`config.mk`:
```
export PLATFORM = sky130hd
export DESIGN_NAME = single_wire_sensor_frame_receiver
export DESIGN_NICKNAME = d
export VERILOG_FILES = /design/src/hw/rtl/swsfr_pkg.sv /design/src/hw/rtl/single_wire_sensor_frame_receiver.sv
export SDC_FILE = /design/constraint.sdc
export NUM_CORES = 1
export LEC_CHECK = 0
export ABC_AREA = 1
export BUFFER_PORTS_ARGS = -buffer_cell sky130_fd_sc_hd__buf_2
export CORE_ASPECT_RATIO = 0.7
export CORE_UTILIZATION = 35
export CTS_CLUSTER_DIAMETER = 150
export CTS_CLUSTER_SIZE = 12
export DETAILED_ROUTE_END_ITERATION = 7
export SETUP_SLACK_MARGIN = 0.02
export SYNTH_ARGS = -nofsm -noshare
export SYNTH_HDL_FRONTEND = slang
export SYNTH_SLANG_ARGS = --single-unit
```
`constraint.sdc`:
```
create_clock -name clk -period 8 [get_ports clk]
set_input_delay 0.4 -clock clk [delete_from_list [all_inputs] [get_ports clk]]
set_output_delay 0.4 -clock clk [all_outputs]
set_load 0.05 [all_outputs]
```
`src/hw/rtl/swsfr_pkg.sv`:
```
`timescale 1ns / 1ps
// Package for the single-wire sensor frame receiver: transaction payload types,
// phase and status codes, and the pulse-end decision function. No dependencies.
package swsfr_pkg;

  localparam int FRAME_BITS = 40;
  localparam int BYTE_BITS  = 8;
  localparam int TICK_W     = 16;
  localparam int INDEX_W    = 6;

  // Configuration register indexes (word address bits [3:2]).
  localparam logic [1:0] REG_START_LOW  = 2'd0;
  localparam logic [1:0] REG_START_HIGH = 2'd1;
  localparam logic [1:0] REG_TIMEOUT    = 2'd2;

  localparam logic [TICK_W-1:0] START_LOW_RESET  = 16'd1100;
  localparam logic [TICK_W-1:0] START_HIGH_RESET = 16'd40;
  localparam logic [TICK_W-1:0] TIMEOUT_RESET    = 16'd200;

  typedef enum logic [2:0] {
    PH_IDLE       = 3'd0,
    PH_START_LOW  = 3'd1,
    PH_START_HIGH = 3'd2,
    PH_ACK_LOW    = 3'd3,
    PH_ACK_HIGH   = 3'd4,
    PH_BIT_LOW    = 3'd5,
    PH_BIT_HIGH   = 3'd6
  } phase_t;

  typedef enum logic [1:0] {
    ST_OK         = 2'd0,
    ST_START_FAIL = 2'd1,
    ST_TIMEOUT    = 2'd2,
    ST_CHECKSUM   = 2'd3
  } status_t;

  typedef struct packed {
    logic start_request;
    logic line_level;
  } sample_t;

  typedef struct packed {
    logic              drive_low;
    logic              drive_high;
    logic              busy_res;
    logic              done_res;
    logic [1:0]        status;
    logic [TICK_W-1:0] humidity_raw;
    logic [TICK_W-1:0] temperature_raw;
  } result_t;

  // Measurement state that a pulse end can change.
  typedef struct packed {
    phase_t                phase;
    logic [TICK_W-1:0]     low_length;
    logic                  ack_failed;
    logic [INDEX_W-1:0]    bit_index;
    logic [FRAME_BITS-1:0] frame_bits;
  } meas_t;

  // Completion report of a reading.
  typedef struct packed {
    logic              done;
    status_t           status;
    logic [TICK_W-1:0] hum;
    logic [TICK_W-1:0] temp;
  } fin_t;

  typedef struct packed {
    meas_t m;
    fin_t  f;
  } pulse_res_t;

  // Applies the end of one measured pulse of length len to the measurement state.
  function automatic pulse_res_t end_pulse(meas_t cur, logic [TICK_W-1:0] len,
                                           logic [TICK_W-1:0] tmo);
    pulse_res_t            r;
    logic                  timed;
    logic                  bitv;
    logic [INDEX_W-1:0]    idx;
    logic [FRAME_BITS-1:0] fr;
    logic [BYTE_BITS-1:0]  sum;
    r       = '{m: cur, f: '{done: 1'b0, status: ST_OK, hum: '0, temp: '0}};
    timed   = (len >= tmo);
    bitv    = (cur.low_length < len);
    idx     = cur.bit_index + INDEX_W'(1);
    fr      = {cur.frame_bits[FRAME_BITS-2:0], bitv};
    sum     = fr[4*BYTE_BITS +: BYTE_BITS] + fr[3*BYTE_BITS +: BYTE_BITS]
            + fr[2*BYTE_BITS +: BYTE_BITS] + fr[BYTE_BITS +: BYTE_BITS];
    case (cur.phase)
      PH_ACK_LOW: begin
        if (timed) begin
          r.m.ack_failed = 1'b1;
        end
        r.m.phase = PH_ACK_HIGH;
      end
      PH_ACK_HIGH: begin
        if (timed) begin
          r.m.ack_failed = 1'b1;
        end
        if (timed || cur.ack_failed) begin
          r.m.phase  = PH_IDLE;
          r.f.done   = 1'b1;
          r.f.status = ST_START_FAIL;
        end else begin
          r.m.phase      = PH_BIT_LOW;
          r.m.bit_index  = '0;
          r.m.frame_bits = '0;
        end
      end
      PH_BIT_LOW: begin
        r.m.low_length = len;
        r.m.phase      = PH_BIT_HIGH;
      end
      PH_BIT_HIGH: begin
        r.m.frame_bits = fr;
        if (timed || (cur.low_length >= tmo)) begin
          r.m.phase  = PH_IDLE;
          r.f.done   = 1'b1;
          r.f.status = ST_TIMEOUT;
        end else begin
          r.m.bit_index = idx;
          if (idx >= INDEX_W'(FRAME_BITS)) begin
            r.m.phase = PH_IDLE;
            r.f.done  = 1'b1;
            if (sum != fr[BYTE_BITS-1:0]) begin
              r.f.status = ST_CHECKSUM;
            end else begin
              r.f.status = ST_OK;
              r.f.hum    = fr[3*BYTE_BITS +: 2*BYTE_BITS];
              r.f.temp   = fr[BYTE_BITS +: 2*BYTE_BITS];
            end
          end else begin
            r.m.phase = PH_BIT_LOW;
          end
        end
      end
      default: begin
      end
    endcase
    return r;
  endfunction

endpackage

```
`src/hw/rtl/single_wire_sensor_frame_receiver.sv`:
```
`timescale 1ns / 1ps
// Top level of the single-wire sensor frame receiver: one line sample in, one
// result out per transaction, plus an APB-style register port. Depends on swsfr_pkg.
//
//   Channel   | Handshake                          | Payload
//   ----------+------------------------------------+-------------------------------
//   sample    | sample_valid / sample_ready        | sample_t: request, line level
//   result    | result_valid / result_ready        | result_t: drive, status, words
//   registers | psel, penable, pwrite, pready      | paddr[3:2] index, pwdata/prdata
//
// Every sample transaction is one tick and yields exactly one result transaction.
// The work of a tick is done in the cycle the sample is accepted and lands in the
// result register, so a new sample is taken every cycle while results drain; the
// rate is one transaction per cycle, bounded only by the result register.
// A stalled result holds the register and stops further samples until it is taken.
// Synchronous reset restores the register defaults and returns the reader to idle.
module single_wire_sensor_frame_receiver (
  input  logic                    clk,
  input  logic                    rst,
  input  logic                    sample_valid,
  output logic                    sample_ready,
  input  swsfr_pkg::sample_t      sample,
  output logic                    result_valid,
  input  logic                    result_ready,
  output swsfr_pkg::result_t      result,
  input  logic                    psel,
  input  logic                    penable,
  input  logic                    pwrite,
  input  logic [3:0]              paddr,
  input  logic [31:0]             pwdata,
  output logic [31:0]             prdata,
  output logic                    pready
);
  import swsfr_pkg::*;

  // Configuration registers.
  logic [TICK_W-1:0] start_low_ticks;
  logic [TICK_W-1:0] start_high_ticks;
  logic [TICK_W-1:0] timeout_ticks;

  // Reader state.
  meas_t             meas;
  meas_t             meas_next;
  logic [TICK_W-1:0] tick_count;
  logic [TICK_W-1:0] tick_count_next;
  result_t           result_next;

  // State as seen after a start request has been taken in this tick.
  meas_t             m0;
  logic [TICK_W-1:0] tc0;
  logic              starting;

  logic              accept;
  logic              cfg_write;

  // Pulse-end evaluation, chained for the case where one sample ends two pulses.
  pulse_res_t        pe1;
  pulse_res_t        pe2;
  logic [TICK_W-1:0] tc_inc;
  logic              want_level;
  logic              level_match;
  fin_t              fin;
  logic              drive_low;
  logic              drive_high;

  assign pready       = 1'b1;
  assign sample_ready = !result_valid || result_ready;
  assign accept       = sample_valid && sample_ready;
  assign cfg_write    = psel && penable && pwrite && pready;

  // Register read-back.
  always_comb begin
    case (paddr[3:2])
      REG_START_LOW:  prdata = {16'd0, start_low_ticks};
      REG_START_HIGH: prdata = {16'd0, start_high_ticks};
      REG_TIMEOUT:    prdata = {16'd0, timeout_ticks};
      default:        prdata = '0;
    endcase
  end

  always_ff @(posedge clk) begin
    if (rst) begin
      start_low_ticks  <= START_LOW_RESET;
      start_high_ticks <= START_HIGH_RESET;
      timeout_ticks    <= TIMEOUT_RESET;
    end else if (cfg_write) begin
      case (paddr[3:2])
        REG_START_LOW:  start_low_ticks  <= pwdata[TICK_W-1:0];
        REG_START_HIGH: start_high_ticks <= pwdata[TICK_W-1:0];
        REG_TIMEOUT:    timeout_ticks    <= pwdata[TICK_W-1:0];
        default: begin
        end
      endcase
    end
  end

  // A request while idle moves straight into the start-low phase, and that very
  // tick already drives the line low and counts.
  always_comb begin
    starting = (meas.phase == PH_IDLE) && sample.start_request;
    m0       = meas;
    tc0      = tick_count;
    if (starting) begin
      m0.phase      = PH_START_LOW;
      m0.ack_failed = 1'b0;
      tc0           = '0;
    end
  end

  // Line drive for this tick, from the phase the tick runs in.
  always_comb begin
    drive_low  = (m0.phase == PH_START_LOW);
    drive_high = (m0.phase == PH_START_HIGH);
  end

  // A pulse is measured while the line sits at the level the phase waits for. It
  // ends either when it reaches the timeout or when the level changes; in the
  // latter case the changing sample is the first tick of the next pulse, which with
  // a timeout of one or less ends that pulse as well.
  assign tc_inc      = tc0 + TICK_W'(1);
  assign want_level  = (m0.phase == PH_ACK_HIGH) || (m0.phase == PH_BIT_HIGH);
  assign level_match = (sample.line_level == want_level);
  assign pe1 = end_pulse(m0, level_match ? tc_inc : tc0, timeout_ticks);
  assign pe2 = end_pulse(pe1.m, TICK_W'(1), timeout_ticks);

  // Next state of the reader.
  always_comb begin
    meas_next       = m0;
    tick_count_next = tc0;
    fin             = '{done: 1'b0, status: ST_OK, hum: '0, temp: '0};
    case (m0.phase)
      PH_START_LOW: begin
        if (tc_inc >= start_low_ticks) begin
          meas_next.phase = PH_START_HIGH;
          tick_count_next = '0;
        end else begin
          tick_count_next = tc_inc;
        end
      end
      PH_START_HIGH: begin
        if (tc_inc >= start_high_ticks) begin
          meas_next.phase = PH_ACK_LOW;
          tick_count_next = '0;
        end else begin
          tick_count_next = tc_inc;
        end
      end
      PH_ACK_LOW, PH_ACK_HIGH, PH_BIT_LOW, PH_BIT_HIGH: begin
        if (level_match) begin
          if (tc_inc >= timeout_ticks) begin
            meas_next       = pe1.m;
            fin             = pe1.f;
            tick_count_next = '0;
          end else begin
            tick_count_next = tc_inc;
          end
        end else if (pe1.f.done) begin
          meas_next       = pe1.m;
          fin             = pe1.f;
          tick_count_next = '0;
        end else if (timeout_ticks <= TICK_W'(1)) begin
          meas_next       = pe2.m;
          fin             = pe2.f;
          tick_count_next = '0;
        end else begin
          meas_next       = pe1.m;
          tick_count_next = TICK_W'(1);
        end
      end
      default: begin
        meas_next.phase = PH_IDLE;
      end
    endcase
  end

  // Result of this tick.
  always_comb begin
    result_next.drive_low       = drive_low;
    result_next.drive_high      = drive_high;
    result_next.busy_res        = (meas_next.phase != PH_IDLE) && !fin.done;
    result_next.done_res        = fin.done;
    result_next.status          = fin.status;
    result_next.humidity_raw    = fin.hum;
    result_next.temperature_raw = fin.temp;
  end

  always_ff @(posedge clk) begin
    if (rst) begin
      meas         <= '{phase: PH_IDLE, low_length: '0, ack_failed: 1'b0,
                        bit_index: '0, frame_bits: '0};
      tick_count   <= '0;
      result_valid <= 1'b0;
    end else begin
      if (accept) begin
        meas         <= meas_next;
        tick_count   <= tick_count_next;
        result_valid <= 1'b1;
      end else if (result_ready) begin
        result_valid <= 1'b0;
      end
    end
  end

  always_ff @(posedge clk) begin
    if (accept) begin
      result <= result_next;
    end
  end

endmodule

```
## Word level (Yosys, flattened, before mapping)

Cells that the tools add are included.

| cells by class | value |
|---|---|
| $add $sub $neg | 9 |
| equal/unequal tests | 16 |
| $lt $le $gt $ge | 12 |
| reduce and logical (&&, ||, !) cells | 24 |
| multiplexer cells | 61 |

Operators with widths:

| kind | number |
|---|---|
| 66-bit two-way mux | 4 |
| 35-bit two-way mux | 7 |
| 49-bit case mux with 2 select lines | 2 |
| 32-bit two-way mux | 6 |
| 16-bit two-way mux | 9 |
| 16-bit greater-or-equal comparator | 6 |
| 16-bit case mux with 3 select lines | 2 |
| 46-bit two-way mux | 2 |
| 8-bit adder | 6 |
| 47-bit two-way mux | 1 |
| 3-bit two-way mux | 13 |
| 3-bit case mux with 4 select lines | 2 |
| 3-bit == test, second input constant | 6 |
| 16-bit by 1-bit adder with 16-bit output, second input constant | 1 |
| 1-bit by 16-bit greater-or-equal comparator with 1-bit output, first input constant | 1 |
| 16-bit by 1-bit <= comparator with 1-bit output, second input constant | 1 |
| 16-bit by 1-bit < comparator with 1-bit output, second input constant | 1 |
| 16-bit < comparator | 1 |
| 8-bit inequality test | 2 |
| 6-bit by 1-bit adder with 6-bit output, second input constant | 2 |
| 6-bit greater-or-equal comparator, second input constant | 2 |
| 6-bit two-way mux | 2 |
| 3-bit by 2-bit == test with 1-bit output, second input constant | 3 |
| 3-bit case mux with 3 select lines | 1 |
| 18 further kinds | 39 |

| word-level totals | value |
|---|---|
| bits of input ports | 45 |
| flip-flop bits (word level) | 169 |
| word-level logic and storage cells | 139 |

## Logic depth before layout (Yosys ltp)

| depth | value |
|---|---|
| depth in word-level cells | 27 |
| mapped depth | 53 |

## Least setup slack after synthesis

No wires, ideal clock.

| path | value |
|---|---|
| path type | register -> register |
| start | reg meas[65] (netlist bit) |
| end | reg result[32] (netlist bit) (data pin) |
| setup slack | 1505 ps |
| period minus slack after synthesis | 6495 ps |
| buffers on the path | 3 |
| required time | 7748 ps |
| stages on the path, launching flop included | 52 |
| arrival time | 6242 ps |
| cells stage by stage | dfxtp_1 buf_2 nor2_4 nand2_4 buf_2 nand2_1 inv_1 ha_1 nand4_1 nor2_1 xor2_1 nand2_1 nand2_1 ha_1 nand2_1 inv_1 nand2_1 nand2_1 [... 16 more ...] o21ai_0 nand2_1 nand2_1 a21oi_1 xor2_1 nand3_1 nand2_1 nand2_1 nand2_1 inv_1 nand2_1 nand2_1 nor2_1 nand4_1 nand2_1 nand2_1 nand2_1 nand2_1 |

| on the way | value |
|---|---|
| cells in the longest elaborated chain, start to end | 22 |
| elaborated cells on any way between the ends | 55 |

Ends and longest elaborated chain:

| what | RTL line | text |
|---|---|---|
| from (decl) | single_wire_sensor_frame_receiver.sv:42 | `meas_t meas;` |
| from (signal assigned) | single_wire_sensor_frame_receiver.sv:189 | `meas <= '{phase: PH_IDLE, low_length: '0, ack_failed: 1'b0,` |
| from (signal assigned) | single_wire_sensor_frame_receiver.sv:195 | `meas <= meas_next;` |
| branches (longest 22 deep; another with 16-bit by 1-bit adder with 16-bit output) | - |  |
| to (signal assigned) | single_wire_sensor_frame_receiver.sv:206 | `result <= result_next;` |
| to (decl) | single_wire_sensor_frame_receiver.sv:25 | `output swsfr_pkg::result_t result,` |

Parallel ways; which one is timed is not known.
A chain may end at the register's enable or synchronous reset.

## Worst setup path in the final report

| path | value |
|---|---|
| start | reg meas[64] (netlist bit) |
| end | reg result[32] (netlist bit) (data pin) |

The elaborated chain is that of the path after synthesis.

==> impl_metrics.csv <==
group,metric,value,unit
clock_network,clk_pin_slew,70,ps
synth,ys_types,50,
min_path,hold_path_class,"input pin to register",
pwr,peakVddDrop,0.170,mV
sta,timing.fmax,135,MHz
floorplan,ios,118,
floorplan,core,37300,um2
floorplan,dieArea,38800,um2
sta,setup_violations,0,
detailed_routing,vias_per_cell,5.44,
place,numPlacedInstances,2386,
pwr,power.total,2600,uW
pwr,combPwrFrac,30.8,%
pwr,swShare,39.1,%
worst_setup_path,worstPathArrival,7630,ps
floorplan,dieHeight,165,um
sta,slew_viol_final,0,
pwr,p_clk_share,32.8,%
sta,timing.slew.headroom,17.7,%
outcome,status,"finished, final reports clean",
detailed_routing,wl_per_cell,17.5,um
synth,synth_warnings,0,
worst_setup_path,cp_common_cell,"nand2_1",
clock_network,ctsRootBufferMaster,"clkbuf_16",
grt,grt_overflow,0,
synth,synthArstFlopShare,0,%
clock_network,clk_latency,470,ps
run,drv_cap,0,
grt,antenna_found_initial,0,
detailed_routing,dr.pass1.iters,5,
floorplan,initial_utilization,35.7,%
place,gp_congestion,0.951,
grt,grt_pass1_wl,68.2,mm
synth,synth_ff_type,"dfxtp_1",
synth,syn_area,13300,um2
worst_setup_path,cp_num_cells,41,
finish,fillers,3783,
sta,finalHoldViolCount,0,
sta,period_minus_slack,7410,ps
worst_setup_path,r2r_cells,41,
worst_setup_path,max_stage_delay,610,ps
worst_setup_path,crit_type,"register to register",
min_path,holdPathStages,3,
sta,worst_pin_slew,1230,ps
worst_setup_path,startpoint_type,"register",
finish,stdcell_count,2418,
synth,yosysSeqAreaShare,28.1,%
finish,final_area,14800,um2
worst_setup_path,cpMaxStageDelayCell,"fa_1",
synth,syn_inst,1863,
detailed_routing,drt-total-wl,42.4,mm
clock_network,holdBufCountCts,0,
finish,area_growth,10.9,%
pwr,powerDensity,176,nW/um2
pwr,p_leak,0.00701,uW
synth,synthTopCellsByCount,"nand2_1 (400), inv_1 (268), a21oi_1 (180), dfxtp_1 (130), o21ai_0 (130)",
finish,nNetsFinal,2119,
detailed_routing,drt_iter0_markers,1415,
pwr,pwr-share-seq,36.4,%
grt,grt_max_degree,65,
worst_setup_path,crit_family,"simple AND/OR/NAND/NOR gates",
finish,multi_input_area,8150,um2
detailed_routing,vias,13150,
floorplan,num_rows,59,
detailed_routing,antenna_left,0,
place,io_buffer_count,82,
synth,ys_seq_elements,168,
sta,rsz0062_at_grt,"no",
finish,layout-drive-gt1-share,10.4,%
clock_network,ctsLongestPathBuffers,2,
pwr,p_int,1580,uW
grt,grt_usage,22.4,%
worst_setup_path,crit_fanout,20,
sta,setup_tns,0,ps
place,hpwl,31.3,mm
floorplan,die_x,235,um
detailed_routing,drc_errors,0,
finish,diodes,0,
clock_network,cts_max_level,4,
sta,clock_skew,22.1,ps
synth,synth_most_common_cell,"nand2_1",
worst_setup_path,critPathBufInv,5,
synth,synth.largest_area_cell,"dfxtp_1",
synth,yosys-top-cells-area,"dfxtp_1 (20%), ha_1 (12%), nand2_1 (11%)",
synth,avgSynthCellArea,7.14,um2
grt,first_global_vias,12133,
worst_setup_path,worstPathRequired,8220,ps
synth,netlist.area_leader.share,19.6,%
pwr,switchingPower,1020,uW
finish,regArea,3750,um2
clock_network,cts-buffers-inserted,17,
sta,hold_ws,181,ps
synth,synth_edf_count,38,
sta,period_share,92.6,%
clock_network,cts.sinks,168,
clock_network,cts_tree,"done",
worst_setup_path,cp-end-kind,"register",
place,post_dp_cell_area,14200,um2
registers in the layout (all words and copies together) (netlist names):
signal	flops
start_high_ticks	16
timeout_ticks	16
result_valid	1
tick_count	16
meas	4
result	38
m0	61
start_low_ticks	16
routing by layer:
| metal | GRT usage (%) | wire, um |
|---|---|---|
| met5 | 0 | 0 |
| met4 | 6.07 | 712 |
| met3 | 4.55 | 3580 |
| met2 | 30.9 | 16500 |
| met1 | 34.4 | 21600 |
cell usage in the layout, fill, tap and decap left out, drive strengths merged, types with 2 or more instances in the layout:
cell / Yosys / layout
nand3b: 6 / 6
inv: 277 / 284
nand2: 402 / 402
nand4: 26 / 26
o221ai: 20 / 20
clkinv: 1 / 5
o2111ai: 2 / 2
nand3: 100 / 100
xnor2: 10 / 10
nor3: 38 / 38
a31oi: 16 / 16
buf: 35 / 112
xor2: 16 / 16
a21o: 4 / 4
a221oi: 19 / 19
a211oi: 15 / 15
clkinvlp: 0 / 2
ha: 129 / 129
edfxtp: 38 / 38
nor2: 102 / 102
a22oi: 2 / 2
conb: 2 / 17
o31ai: 2 / 2
clkbuf: 57 / 18
o22ai: 13 / 13
fa: 28 / 28
dfxtp: 130 / 130
o211ai: 34 / 34
or2: 11 / 11
a21boi: 3 / 3
a21oi: 180 / 180
o21ai: 139 / 139
final cells by class:
class,count,share of cell area [%]
Timing Repair Buffer,112,4.31
Clock inverter,14,0.924
Clock buffer,18,2.91
Sequential cell,168,25.4
Tap cell,488,4.14
Inverter,278,7.08
Multi-Input combinational cell,1340,55.2
stage by stage:
stage | utilization, % | worst slack [ps]
floorplan | - | 1510
global placement | 38.0 | 607
detailed placement | 38.0 | 384
CTS | 39.5 | 402
global route | 39.6 | 49.8
finish | 39.6 | 594
worst reg2reg max path: cells and delay by family (launching register included):
family | cells | cell delay, ps
AO/OA/AOI/OAI | 5 | 810
XOR/XNOR | 1 | 260
adder cells (fa/ha/maj) | 5 | 1950
buffers and inverters | 5 | 750
flip-flops | 1 | 470
AND/OR/NAND/NOR | 25 | 2940
power by group through the flow:
stage               clock [uW]  sequential [uW]  combinational (uW)
floorplan                    0              993                 525
global placement             0              963                 762
detailed placement           0              965                 775
CTS                        861              945                 782
global route               899              952                 889
finish                     854              946                 799
cell families after synthesis:
kind of cell	count (synthesis)	share of synthesized area (%)
and+or+nand+nor	686	22.5
AOI/OAI and AO/OA	454	19.8
buffers and inverters	370	11.2
DFF	168	28.1
adders and majority gates	157	16.3
xor gates and xnor gates	26	1.91
other	2	0.0565
timing repair:
action	in CTS	in global routing
gates resized for setup	0	9
buffers inserted	0	0
setup endpoints to repair	0	1
final timing paths:
check / startpoint / to / slack (ps)
max: meas[64] / result[32] / 590
min: pwdata[2] / start_low_ticks[2] / 180
min reg2reg: meas[46] / meas[46] / 470
max reg2reg: meas[64] / result[32] / 590
(Power assumes the default switching activity.)
